--- config.mk ---
export PLATFORM = sky130hd
export DESIGN_NAME = plsb_row_store
export DESIGN_NICKNAME = d
export VERILOG_FILES = /design/src/rtl/core/plsb_pkg.sv /design/src/rtl/core/plsb_row_store.sv
export SDC_FILE = /design/constraint.sdc
export NUM_CORES = 1
export LEC_CHECK = 0
export ABC_AREA = 1
export BUFFER_PORTS_ARGS = -buffer_cell sky130_fd_sc_hd__buf_2
export CAP_MARGIN = 10
export CORE_MARGIN = 2
export CORE_UTILIZATION = 60
export CTS_BUF_LIST = sky130_fd_sc_hd__clkbuf_8
export DETAILED_ROUTE_END_ITERATION = 12
export PLACE_DENSITY = 0.76
export RECOVER_POWER = 50
export REMOVE_ABC_BUFFERS = 1
export SKIP_LAST_GASP = 1
export SYNTH_ARGS = -nofsm -noshare
export SYNTH_HDL_FRONTEND = slang
export SYNTH_SLANG_ARGS = --single-unit
--- constraint.sdc ---
create_clock -name clock -period 2.1 [get_ports clock]
set_clock_uncertainty 0.2 [all_clocks]
set_input_delay 0 -clock clock [delete_from_list [all_inputs] [get_ports clock]]
set_output_delay 0 -clock clock [all_outputs]
set_load 0.01 [all_outputs]
--- src/rtl/core/plsb_pkg.sv ---
// ---------------------------------------------------------------------------
// plsb_pkg
// Fixed widths, status codes and shared types of the slot bank.
// ---------------------------------------------------------------------------
`default_nettype none

package plsb_pkg;

   localparam int LAYER_W      = 6;
   localparam int EXPERT_W     = 10;
   localparam int SLOT_W       = 3;
   localparam int POS_W        = 3;
   localparam int STATUS_W     = 3;
   localparam int LAYER_CNT_W  = 7;
   localparam int BANK_SIZE_W  = 4;
   localparam int CSR_DATA_W   = 7;
   localparam int CSR_IDX_W    = 1;

   localparam logic [STATUS_W-1:0] ST_HIT    = 3'd0;
   localparam logic [STATUS_W-1:0] ST_MISS   = 3'd1;
   localparam logic [STATUS_W-1:0] ST_BAD    = 3'd2;
   localparam logic [STATUS_W-1:0] ST_COMMIT = 3'd3;
   localparam logic [STATUS_W-1:0] ST_DROP   = 3'd4;

   localparam logic REQ_LOOKUP = 1'b0;
   localparam logic REQ_FILL   = 1'b1;

   localparam logic [CSR_IDX_W-1:0] CSR_LAYER_CNT = 1'd0;
   localparam logic [CSR_IDX_W-1:0] CSR_BANK_SIZE = 1'd1;

   typedef struct packed {
      logic rd;
      logic wr;
      logic clr;
   } store_ctrl_type;

endpackage

`default_nettype wire

--- src/rtl/core/plsb_row_store.sv ---
// ---------------------------------------------------------------------------
// plsb_row_store
// One row per layer: owners, valid bits, stamps and counter. A row flag
// marks rows written since the last clear; unmarked rows read with rok low.
// ---------------------------------------------------------------------------
`default_nettype none

module plsb_row_store import plsb_pkg::*; #(
   parameter int DEPTH = 64,
   parameter int AW    = 6,
   parameter int DW    = 8
) (
   input  logic           clock,
   input  logic           reset,
   input  store_ctrl_type ctrl,
   input  logic [AW-1:0]  addr,
   input  logic [DW-1:0]  wdata,
   output logic [DW-1:0]  rdata,
   output logic           rok
);

   logic [DW-1:0]    row_mem [DEPTH];
   logic [DW-1:0]    rdata_ff;
   logic             rok_ff;
   logic             rok_in;
   logic [DEPTH-1:0] row_ok_ff;
   logic [DEPTH-1:0] row_ok_in;

   always_ff @(posedge clock) begin
      if (ctrl.wr) begin
         row_mem[addr] <= wdata;
      end
      if (ctrl.rd) begin
         rdata_ff <= row_mem[addr];
      end
   end

   always_comb begin
      row_ok_in = row_ok_ff;
      if (ctrl.clr) begin
         row_ok_in = '0;
      end else if (ctrl.wr) begin
         row_ok_in[addr] = 1'b1;
      end
      rok_in = ctrl.rd ? row_ok_ff[addr] : rok_ff;
   end

   always_ff @(posedge clock) begin
      if (reset) begin
         row_ok_ff <= '0;
         rok_ff    <= 1'b0;
      end else begin
         row_ok_ff <= row_ok_in;
         rok_ff    <= rok_in;
      end
   end

   assign rdata = rdata_ff;
   assign rok   = rok_ff;

endmodule

`default_nettype wire

==> impl_metrics.env <==
export IMPL_outcome="complete, but fails checks"
export IMPL_violations="max-capacitance violations, max-slew violations, negative setup slack"
export IMPL_drive_gt1_frac=0.142
export IMPL_worst_ep_arrival_time_ns=2.25
export IMPL_setup_worst_path_start="addr[1]"
export IMPL_synth_xor_area_share=0
export IMPL_initial_utilization=0.605
export IMPL_die_w_um=204
export IMPL_fmax_ghz=0.475
export IMPL_post_place_ws_ns=-0.109
export IMPL_cp_endpoint="row_mem[14][0]$_DFFE_PP_"
export IMPL_ant_nets=0
export IMPL_ys_seq_elements=585
export IMPL_routed_wl_mm=62.2
export IMPL_setup_violations=8
export IMPL_fin_nets=2463
export IMPL_ios=28
export IMPL_rr_endpoint="rdata[2]$_DFFE_PP_"
export IMPL_grt_pass1_vias=16800
export IMPL_synth_flop_cell="edfxtp_1"
export IMPL_min_period_over_period=1.00
export IMPL_grt_setup_unrepaired="yes"
export IMPL_drc=0
export IMPL_drtIter0Drc=1879
export IMPL_powerDensity_nw_per_um2=868
export IMPL_reg2reg_depth=8
export IMPL_yosysSeqAreaShare=0.705
export IMPL_synth_area_leaders="edfxtp_1 (65%), nand2_1 (15%), dfxtp_1 (5.4%), nor2_1 (3.6%), a21oi_1 (2.4%)"
export IMPL_num_vias=17100
export IMPL_synth_top_cell_by_area="edfxtp_1"
export IMPL_synthMuxAreaShare=0
export IMPL_gp_congestion=0.890
export IMPL_grt_pass1_wl_mm=94.6
export IMPL_synth_top_family_by_area="simple AND/OR/NAND/NOR gates"
export IMPL_cp_start_kind="input pin"
export IMPL_rrSetupSlack_ns=0.20
export IMPL_async_flop_share=0
export IMPL_power_total_mw=24.0
export IMPL_ctsRootBufferMaster="clkbuf_8"
export IMPL_peakVddDrop_v=0.000599
export IMPL_yosysMostFrequentCell="nand2_1"
export IMPL_io_buffers=27
export IMPL_yosysWarnings=0
export IMPL_area_growth_pct=15.3
export IMPL_worst_path_max_fanout=11
export IMPL_synth_compound_area_frac=0.0372
export IMPL_first_pass_iters=6
export IMPL_synth_cells=2272
export IMPL_htree_num_levels=3
export IMPL_cap_violations=6
export IMPL_yosys_area_top_type_share=0.651
export IMPL_synthesis_area_um2=24000
export IMPL_rows=73
export IMPL_synth_edf_count=520
export IMPL_min_period_ns=2.10
export IMPL_endpoint_kind="flip-flop"
export IMPL_cts_made_buffers=91
export IMPL_cellLeakagePower_nw=11.0
export IMPL_clkTransAtPathRegs_ns=0.06
export IMPL_clock_latency_ns=0.66
export IMPL_synthTopCellsByCount="nand2_1 (972), edfxtp_1 (520), nor2_1 (233)"
export IMPL_r2r_start="row_mem[55][2]$_DFFE_PP_"
export IMPL_hold_violations=0
export IMPL_finish_utilization=0.698
export IMPL_antenna_found_initial=1
export IMPL_required_ns=2.25
export IMPL_tightestPinTransition_ns=1.59
export IMPL_hold_class="in2reg"
export IMPL_die_h_um=204
export IMPL_grt_usage=0.304
export IMPL_yosys_area_share_adder=0
export IMPL_holdPathStages=8
export IMPL_hpwl_mm=37.1
export IMPL_overflow=0
export IMPL_cts_sinks=585
export IMPL_fin_ws_ns=-0.00458
export IMPL_cts_tree="yes"
export IMPL_dieArea_um2=41600
export IMPL_yosysUniqueCellTypes=28
export IMPL_synth_simple_area_share=0.224
export IMPL_grt_max_degree=65
export IMPL_max_slew_margin=-0.0622
export IMPL_clockBufferDepth=3
export IMPL_wl_per_cell_um=20.4
export IMPL_core_area_um2=39600
export IMPL_synth_area_per_cell_um2=10.6
export IMPL_fillCellCount=2812
export IMPL_vias_per_cell=5.62
export IMPL_critPathKind="in2reg"
export IMPL_drv_slew=289
metrics by stage:
stage	TNS (ns)	area [um^2]	hold slack, ns	cells
finish	-0.0248	27700	0.0725	3048
global route	-0.855	27700	0.134	3047
CTS	0	27700	0.0433	3044
detailed placement	-0.871	25600	0.107	2852
global placement	-0.430	25600	0.101	2852
floorplan	-316.04	23400	-0.101	2166
cell usage in the layout (no fill, tap or decap), types with 8 or more instances in the layout:
master / Yosys / final
nand2_1: 972 / 972
edfxtp_1: 520 / 520
nor2_1: 233 / 227
a21oi_1: 113 / 113
clkbuf_8: 0 / 112
buf_4: 11 / 109
inv_1: 60 / 89
dfxtp_1: 65 / 65
nand3_1: 63 / 63
o21ai_0: 43 / 42
or2_2: 28 / 28
buf_12: 0 / 22
dlygate4sd3_1: 0 / 21
buf_2: 54 / 18
nor2_2: 10 / 15
clkinv_1: 0 / 12
and3_1: 11 / 11
inv_2: 10 / 9
a22oi_1: 9 / 9
clkinv_2: 0 / 8
cells by family (layout without fill, tap and decap cells):
| kind of cell | count (synthesis) | in the layout |
|---|---|---|
| other | 0 | 1 |
| AND/OR/NAND/NOR | 1339 | 1339 |
| flip-flops | 585 | 585 |
| buffers and inverters | 177 | 427 |
| AO/OA/AOI/OAI | 171 | 171 |
routing by layer:
layer  track usage  vias up  wire [um]
met5             0        -          0
met4         0.128        0       2300
met3        0.0533      142       6180
met2         0.475      951      28900
met1         0.426     8158      24800
li1              -     7879          -
critical path, cell delays in order:
cell and delay [ns]:
dlygate4sd3_1 0.52, buf_4 0.24, buf_4 0.18, nand2_2 0.08
nor2_4 0.38, nand2_1 0.19, buf_4 0.23, nor2_1 0.18
buf_4 0.22
power breakdown:
group / internal [mW] / switching (mW) / leakage (nW)
clock: 5.32 / 4.39 / 1.09
sequential: 12.8 / 0.0403 / 5.21
combinational: 0.431 / 1.08 / 4.66
repair_timing:
action | 4_1_cts | 5_1_grt
hold buffers | 21 | 0
endpoints found under the hold margin | 640 | 0
buffers inserted | 0 | 3
setup endpoints to repair | 0 | 93
resized for setup | 0 | 14
worst min-delay path by stage:
stage,from,to,slack (ns)
2_1_floorplan,wdata[0],row_mem[0][0]$_DFFE_PP_,-0.10
5_1_grt,ctrl[0],row_ok_ff[26]$_SDFFE_PP0P_,0.13
3_3_place_gp,reset,rok$_SDFFE_PP0P_,0.10
6_report,addr[2],rok$_SDFFE_PP0P_,0.07
3_5_place_dp,reset,rok$_SDFFE_PP0P_,0.11
4_1_cts,addr[2],rok$_SDFFE_PP0P_,0.04
cell type report:
cell class | instances | area [um^2] | area share
diodes | 1 | 2.50 | 0.0000904
clock buffers | 112 | 1540 | 0.0557
well taps | 525 | 657 | 0.0237
flip-flops and latches | 585 | 16900 | 0.611
clock inverters | 59 | 357 | 0.0129
repair buffers | 185 | 1640 | 0.0592
multi-input cells | 1510 | 6280 | 0.227
inverters | 71 | 280 | 0.0101
sequential cells by signal, indices dropped and copies added, names as in the netlist:
signal / flops
row_mem: 512
row_ok_ff: 64
rdata: 8
rok: 1
Power figures use the tool's default switching activity.
