--- src/rtl/core/plsb_slot_cmp.sv ---
// ---------------------------------------------------------------------------
// plsb_slot_cmp
// Shared slot compare unit: expert id match and stamp order.
// ---------------------------------------------------------------------------
`default_nettype none

module plsb_slot_cmp #(
   parameter int EB = 10,
   parameter int SB = 32
) (
   input  logic [EB-1:0] id_a,
   input  logic [EB-1:0] id_b,
   input  logic [SB-1:0] st_a,
   input  logic [SB-1:0] st_b,
   output logic          id_eq,
   output logic          st_lt
);

   assign id_eq = (id_a == id_b);
   assign st_lt = (st_a < st_b);

endmodule

`default_nettype wire

--- config.mk ---
export PLATFORM = sky130hd
export DESIGN_NAME = plsb_slot_cmp
export DESIGN_NICKNAME = d
export VERILOG_FILES = /design/src/rtl/core/plsb_slot_cmp.sv
export SDC_FILE = /design/constraint.sdc
export NUM_CORES = 1
export LEC_CHECK = 0
export BUFFER_PORTS_ARGS = -buffer_cell sky130_fd_sc_hd__buf_2
export CORE_MARGIN = 8
export CORE_UTILIZATION = 25
export DETAILED_ROUTE_END_ITERATION = 8
export PLACE_DENSITY = 0.7
export SLEW_MARGIN = 10
export SYNTH_ARGS = -nofsm -noshare
export SYNTH_HDL_FRONTEND = slang
export SYNTH_SLANG_ARGS = --single-unit
--- constraint.sdc ---
create_clock -name vclk -period 3.52
set_input_delay 0.704 -clock vclk [all_inputs]
set_output_delay 0.704 -clock vclk [all_outputs]
set_load 0.05 [all_outputs]
==> results of run 1 <==
## how the worst min path moves through the flow
stage,cells past startpoint,endpoint,slack (ns)
after floorplan,3,id_eq,1.69
after global placement,5,id_eq,1.86
after detailed placement,5,id_eq,1.86
after CTS,5,id_eq,1.86
after global routing,5,id_eq,1.90
final,5,id_eq,1.86
## where the power goes
part / total [mW] / internal (mW) / switching [mW] / leakage [nW]
Clock: 0 / 0 / 0 / 0
Combinational: 0.141 / 0.0783 / 0.0630 / 0.870
Sequential: 0 / 0 / 0 / 0
Total: 0.141 / 0.0783 / 0.0630 / 0.870
## metal layers
layer | vias up | global-route usage, %
li1 | 594 | -
met1 | 453 | 10.5
met2 | 44 | 13.8
met3 | 2 | 2.36
met4 | 0 | 0.769
met5 | - | 0
## metrics by stage
step,instances,setup slack [ns]
floorplan,122,0.210
global placement,256,0.422
detailed placement,256,0.409
CTS,256,0.411
global route,256,0.355
finish,256,0.437
## area by class of cell
type,instances,area (sq um)
multi-input combinational,91,790
fill,393,2180
inverter,31,116
tap,48,60.1
timing repair buffer,86,430
## worst max-delay path, cell delays in order
cell and delay [ns]:
buf_2 0.10, ha_1 0.31, nand4_1 0.15, nor3_1 0.09, nor4b_1 0.14, or4_1 0.48
a21oi_1 0.13, buf_2 0.28
## cells in the mapped netlist (all sizes together)
cell	count	area, sq um
o2bb2ai	1	8.76
and4	3	26.3
nor4	1	6.26
nor3	1	5.00
or4	1	7.51
nand3	2	10.0
a2111oi	1	27.5
a21boi	1	7.51
xor2	2	17.5
ha	31	388
nand2b	1	13.8
inv	31	116
a221oi	2	17.5
nand2	9	33.8
xnor2	8	70.1
a21o	2	15.0
nand4	4	25.0
a21oi	11	55.1
o21a	2	15.0
nor2	3	11.3
o21ai	4	20.0
nor4b	1	8.76
## cells by family after synthesis
group                    after synthesis
AO/OA/AOI/OAI                         24
buffers and inverters                 31
AND/OR/NAND/NOR                       26
adder cells (fa/ha/maj)               31
XOR/XNOR                              10
==> flow_metrics.tcl, run 1 <==
set metrics [dict create \
    drtPass1Iterations 4 \
    rsz0062_at_grt "no" \
    place_area_sq_mm 0.00140 \
    met1Wirelength_um 1150 \
    seq_cells 0 \
    finalSetupTns_ns 0 \
    met2WireLength_um 1180 \
    leakagePower_nw 0.870 \
    grt_usage_pct 8.24 \
    fin_area_sq_mm 0.00140 \
    synthMuxAreaShare_pct 0 \
    dp_hpwl_um 2560 \
    synth_top_family_by_area "adder cells" \
    wl_met3_um 212 \
    power_density_mw_per_mm2 101 \
    tightest_slew_ns 0.258 \
    antenna_found_initial 0 \
    holdWs_ns 1.86 \
    fin_crit_ns 3.08 \
    cp-startpoint "st_a[14]" \
    finalHoldViolations 0 \
    min_from "id_a[1]" \
    coreArea_sq_mm 0.00358 \
    cp-endpoint "st_lt" \
    dieWidth_um 76.2 \
    required_ns 2.82 \
    nets 325 \
    synth_area_per_cell_sq_um 7.43 \
    drv_slew 0 \
    die_h_um 76.2 \
    post_drt_wl_per_cell_um 10.0 \
    mappedNetlistArea_sq_um 906 \
    slew_headroom_pct 82.9 \
    cts_setup_buffers 0 \
    postLayoutCoreUtil_pct 39.0 \
    seqCellArea_sq_um 0 \
    maxCapViolations 0 \
    synth_compound_area_share_pct 18.4 \
    final_common_cell "buf_2" \
    grt_max_degree 4 \
    fin_crit_sh_pct 87.6 \
    gp_congestion 0.719 \
    start_util_pct 25.3 \
    dieArea_sq_mm 0.00581 \
    synth_cell_type_count 22 \
    grt_overflow 0 \
    via_count 1093 \
    clock_buffers 0 \
    io_pins 86 \
    cts_resized 0 \
    ant_nets 0 \
    grt_pass1_vias 1130 \
    synth-simple-area-share_pct 16.3 \
    outcome "finished, final reports clean" \
    syn2layout_area_growth_pct 54.1 \
    io_buffers 86 \
    fmax_ghz 0.324 \
    fp-row-count 22 \
    drive_gt1_share_pct 42.3 \
    cts_hold_buf 0 \
    crit_type "input port to output pin" \
    final_cell_mix "buf_2, inv_1, ha_1" \
    postSynthCellCount 122 \
    synth-seq-area-share_pct 0 \
    via_per_inst 4.27 \
    crit_path_max_fanout 3 \
    routed_wirelength_um 2570 \
    synth_fa_ha_area_share_pct 42.8 \
    grt_pass1_wl_um 4460 \
    drcViolationCount 0 \
    synth_xor_area_share_pct 9.67 \
    antenna_cells 0 \
    synth_nets 237 \
    hold_class "input port to output pin" \
    setup_violations 0 \
    drtIter0Drc 10 \
    synth_warnings 0 \
    critPathLaunchType "input port" \
    max-vdd-ir-drop_mv 0.0359 \
    total_power_uw 141 \
    crit_path_end_kind "output pin" \
    highest_layer "met4" \
    critPathArrivalTime_ns 2.38 \
]
Note: power is estimated with default switching activity, not from simulation.
==> inputs of run 2 (changes only) <==
--- a/config.mk
+++ b/config.mk
@@ -7,9 +7,9 @@
 export LEC_CHECK = 0
 export BUFFER_PORTS_ARGS = -buffer_cell sky130_fd_sc_hd__buf_2
 export CORE_MARGIN = 8
-export CORE_UTILIZATION = 25
+export CORE_UTILIZATION = 42
 export DETAILED_ROUTE_END_ITERATION = 8
-export PLACE_DENSITY = 0.7
+export PLACE_DENSITY = 0.95
 export SLEW_MARGIN = 10
 export SYNTH_ARGS = -nofsm -noshare
 export SYNTH_HDL_FRONTEND = slang
==> flow_metrics.tcl, run 2 (same netlist as run 1, synthesis figures left out) <==
set metrics [dict create \
    die_h_um 62.4 \
    dieArea_sq_mm 0.00390 \
    instances_no_fill 236 \
    io_buffers 86 \
    power_density_mw_per_mm2 104 \
    outcome "finished, final reports clean" \
    seqCellArea_sq_um 0 \
    fp-row-count 17 \
    grt_pass1_wl_um 4490 \
    nets 325 \
    detailedPlace.worstSlack_ns 0.422 \
    crit_path_end_kind "output pin" \
    numPlacedInstances 236 \
    rsz0062_at_grt "no" \
    timing.final.ws_setup_ns 0.433 \
    ant_nets 0 \
    setup_violations 0 \
    total_power_uw 143 \
    drcViolationCount 0 \
    finalHoldViolations 0 \
    drtIter0Drc 12 \
    drv_slew 0 \
    drtPass1Iterations 2 \
    tightest_slew_ns 0.249 \
    required_ns 2.82 \
    clock_buffers 0 \
    cts_resized 0 \
    io_pins 86 \
    critPathLaunchType "input port" \
    grt_pass1_vias 1180 \
    max-vdd-ir-drop_mv 0.0647 \
    fin_crit_ns 3.09 \
    start_util_pct 42.6 \
    seq_cells 0 \
    drive_gt1_share_pct 42.3 \
    fmax_ghz 0.324 \
    critPathArrivalTime_ns 2.38 \
    slew_headroom_pct 83.4 \
    crit_type "input port to output pin" \
    antenna_cells 0 \
    dp_hpwl_um 2610 \
    final_common_cell "buf_2" \
    dieWidth_um 62.4 \
    routed_wirelength_um 2630 \
    coreArea_sq_mm 0.00213 \
    post_drt_wl_per_cell_um 11.2 \
    cts_hold_buf 0 \
    antenna_found_initial 0 \
    postLayoutCoreUtil_pct 64.5 \
    syn2layout_area_growth_pct 51.4 \
    final_cell_mix "buf_2, inv_1, ha_1" \
    grt_overflow 0 \
    fin_crit_sh_pct 87.7 \
    grt_usage_pct 12.8 \
    maxCapViolations 0 \
    cts_setup_buffers 0 \
    crit_path_max_fanout 1 \
    via_count 1107 \
    grt_max_degree 4 \
    leakagePower_nw 0.870 \
    via_per_inst 4.69 \
    finalSetupTns_ns 0 \
    hold_class "input port to output pin" \
    gp_congestion 0.723 \
]
-- run 2: cell counts in the layout (fill, tap and decap cells not counted) --
No cell type changed its count.
-- run 2: final cells by class --
cell class / count / area [sq um]
fillers: 201 / 756
inverters: 31 / 116
multi-input cells: 91 / 790
well taps: 28 / 35.0
repair buffers: 86 / 430
-- run 2: critical path: stages --
cell and delay, ns:
buf_2 0.10, ha_1 0.32, a2111oi_4 0.29, nor4b_1 0.08
or4_1 0.48, a21oi_1 0.13, buf_2 0.28
-- run 2: per-stage QoR --
step           hold WS (ns)  instance area, sq um
2_1_floorplan          1.69                   906
3_3_place_gp           1.85                  1370
3_5_place_dp           1.85                  1370
4_1_cts                1.85                  1370
5_1_grt                1.88                  1370
6_report               1.85                  1370
-- run 2: path summary, 6_finish.rpt --
path,start,endpoint,slack [ns],depth (start not counted)
worst max-delay path,st_a[1],st_lt,0.43,7
worst min-delay path,id_a[9],id_eq,1.85,5
-- run 2: report_power, final --
group / total [mW] / switching, mW / internal, mW
Clock: 0 / 0 / 0
Sequential: 0 / 0 / 0
Combinational: 0.143 / 0.0638 / 0.0788
-- run 2: per-layer routing --
layer | routed length [um] | GRT usage, % | part of all wire (%)
met1 | 974 | 11.9 | 37
met2 | 1370 | 26.3 | 52
met3 | 287 | 5.38 | 11
met4 | 0 | 0 | 0
met5 | 0 | 0 | 0
==> inputs of run 3 (changes only) <==
--- a/config.mk
+++ b/config.mk
@@ -6,8 +6,10 @@
 export NUM_CORES = 1
 export LEC_CHECK = 0
 export BUFFER_PORTS_ARGS = -buffer_cell sky130_fd_sc_hd__buf_2
+export CELL_PAD_IN_SITES_DETAIL_PLACEMENT = 2
+export CELL_PAD_IN_SITES_GLOBAL_PLACEMENT = 2
 export CORE_MARGIN = 8
-export CORE_UTILIZATION = 42
+export CORE_UTILIZATION = 19
 export DETAILED_ROUTE_END_ITERATION = 8
 export PLACE_DENSITY = 0.95
 export SLEW_MARGIN = 10
==> flow_metrics.tcl, run 3 (same netlist as run 1, synthesis figures left out) <==
set metrics [dict create \
    outcome "finished, final reports clean" \
    seq_cells 0 \
    grt_overflow 0 \
    crit_path_end_kind "output pin" \
    cts_resized 0 \
    cts_setup_buffers 0 \
    fin_crit_ns 3.10 \
    gp_congestion 0.690 \
    max-vdd-ir-drop_mv 0.0257 \
    rsz0062_at_grt "no" \
    maxCapViolations 0 \
    final_cell_mix "buf_2, inv_1, ha_1" \
    grt_pass1_vias 1365 \
    grt_max_degree 4 \
    fmax_ghz 0.323 \
    n_fill_cell 571 \
    seqCellArea_sq_um 0 \
    setup_violations 0 \
    ant_nets 0 \
    crit_type "input port to output pin" \
    fp-row-count 25 \
    drcViolationCount 0 \
    post_drt_wl_per_cell_um 13.7 \
    drv_slew 0 \
    drive_gt1_share_pct 42.3 \
    leakagePower_nw 0.870 \
    finalHoldViolations 0 \
    hold_class "input port to output pin" \
    slew_headroom_pct 82.3 \
    syn2layout_area_growth_pct 55.0 \
    routed_wirelength_um 3580 \
    cts_hold_buf 0 \
    coreArea_sq_mm 0.00466 \
    via_per_inst 4.45 \
    dieWidth_um 85.1 \
    dieArea_sq_mm 0.00723 \
    tightest_slew_ns 0.266 \
    holdWs_ns 1.85 \
    nets 325 \
    io_pins 86 \
    grt_pass1_wl_um 5800 \
    antenna_cells 0 \
    io_buffers 86 \
    fin_crit_sh_pct 87.9 \
    drtPass1Iterations 2 \
    start_util_pct 19.4 \
    finalSetupTns_ns 0 \
    grt_usage_pct 9.36 \
    via_count 1165 \
    power_density_mw_per_mm2 106 \
    final_common_cell "buf_2" \
    crit_path_max_fanout 1 \
    critPathArrivalTime_ns 2.39 \
    drtIter0Drc 7 \
    multi_input_area_sq_um 790 \
    critPathLaunchType "input port" \
    antenna_found_initial 0 \
    clock_buffers 0 \
    required_ns 2.82 \
    dp_hpwl_um 3540 \
    die_h_um 85.1 \
]
## run 3: cell counts in the layout (fill, tap and decap cells not counted)
No cell type changed its count.
## run 3: area by class of cell
| cell class | count | share of cell area, % |
|---|---|---|
| Tap cell | 54 | 4.81 |
| Timing Repair Buffer | 86 | 30.7 |
| Inverter | 31 | 8.29 |
| Multi-Input combinational cell | 91 | 56.2 |
## run 3: final timing paths
kind / startpoint / to / slack [ns] / depth (start not counted)
worst max-delay path: st_a[1] / st_lt / 0.42 / 7
worst min-delay path: id_a[1] / id_eq / 1.85 / 5
## run 3: metal layers
metal  part of all wire (%)  global-route usage, %  wire length (um)
met5                      0                      0                 0
met4                   0.42                  0.485                15
met3                    8.4                   2.41               301
met2                     55                   19.7              1970
met1                     36                   8.97              1290
## run 3: worst max-delay path, cell delays in order
cell and delay [ns]:
buf_2 0.10, ha_1 0.31, a2111oi_4 0.28, nor4b_1 0.08, or4_1 0.50, a21oi_1 0.13
buf_2 0.28
## run 3: through the flow
step | setup slack (ns) | cell area (sq um) | total power, mW | util (%) | std cells
final | 0.424 | 1400 | 0.148 | 30.1 | 262
after detailed placement | 0.401 | 1400 | 0.152 | 30.1 | 262
after floorplan | 0.210 | 906 | 0.0794 | - | 122
after global placement | 0.400 | 1400 | 0.144 | 30.1 | 262
after global routing | 0.329 | 1400 | 0.171 | 30.1 | 262
after CTS | 0.400 | 1400 | 0.153 | 30.1 | 262
## run 3: power by group
group | switching (mW) | leakage [nW] | internal, mW | total [mW]
sequential | 0 | 0 | 0 | 0
clock | 0 | 0 | 0 | 0
combinational | 0.0685 | 0.870 | 0.0797 | 0.148
total | 0.0685 | 0.870 | 0.0797 | 0.148
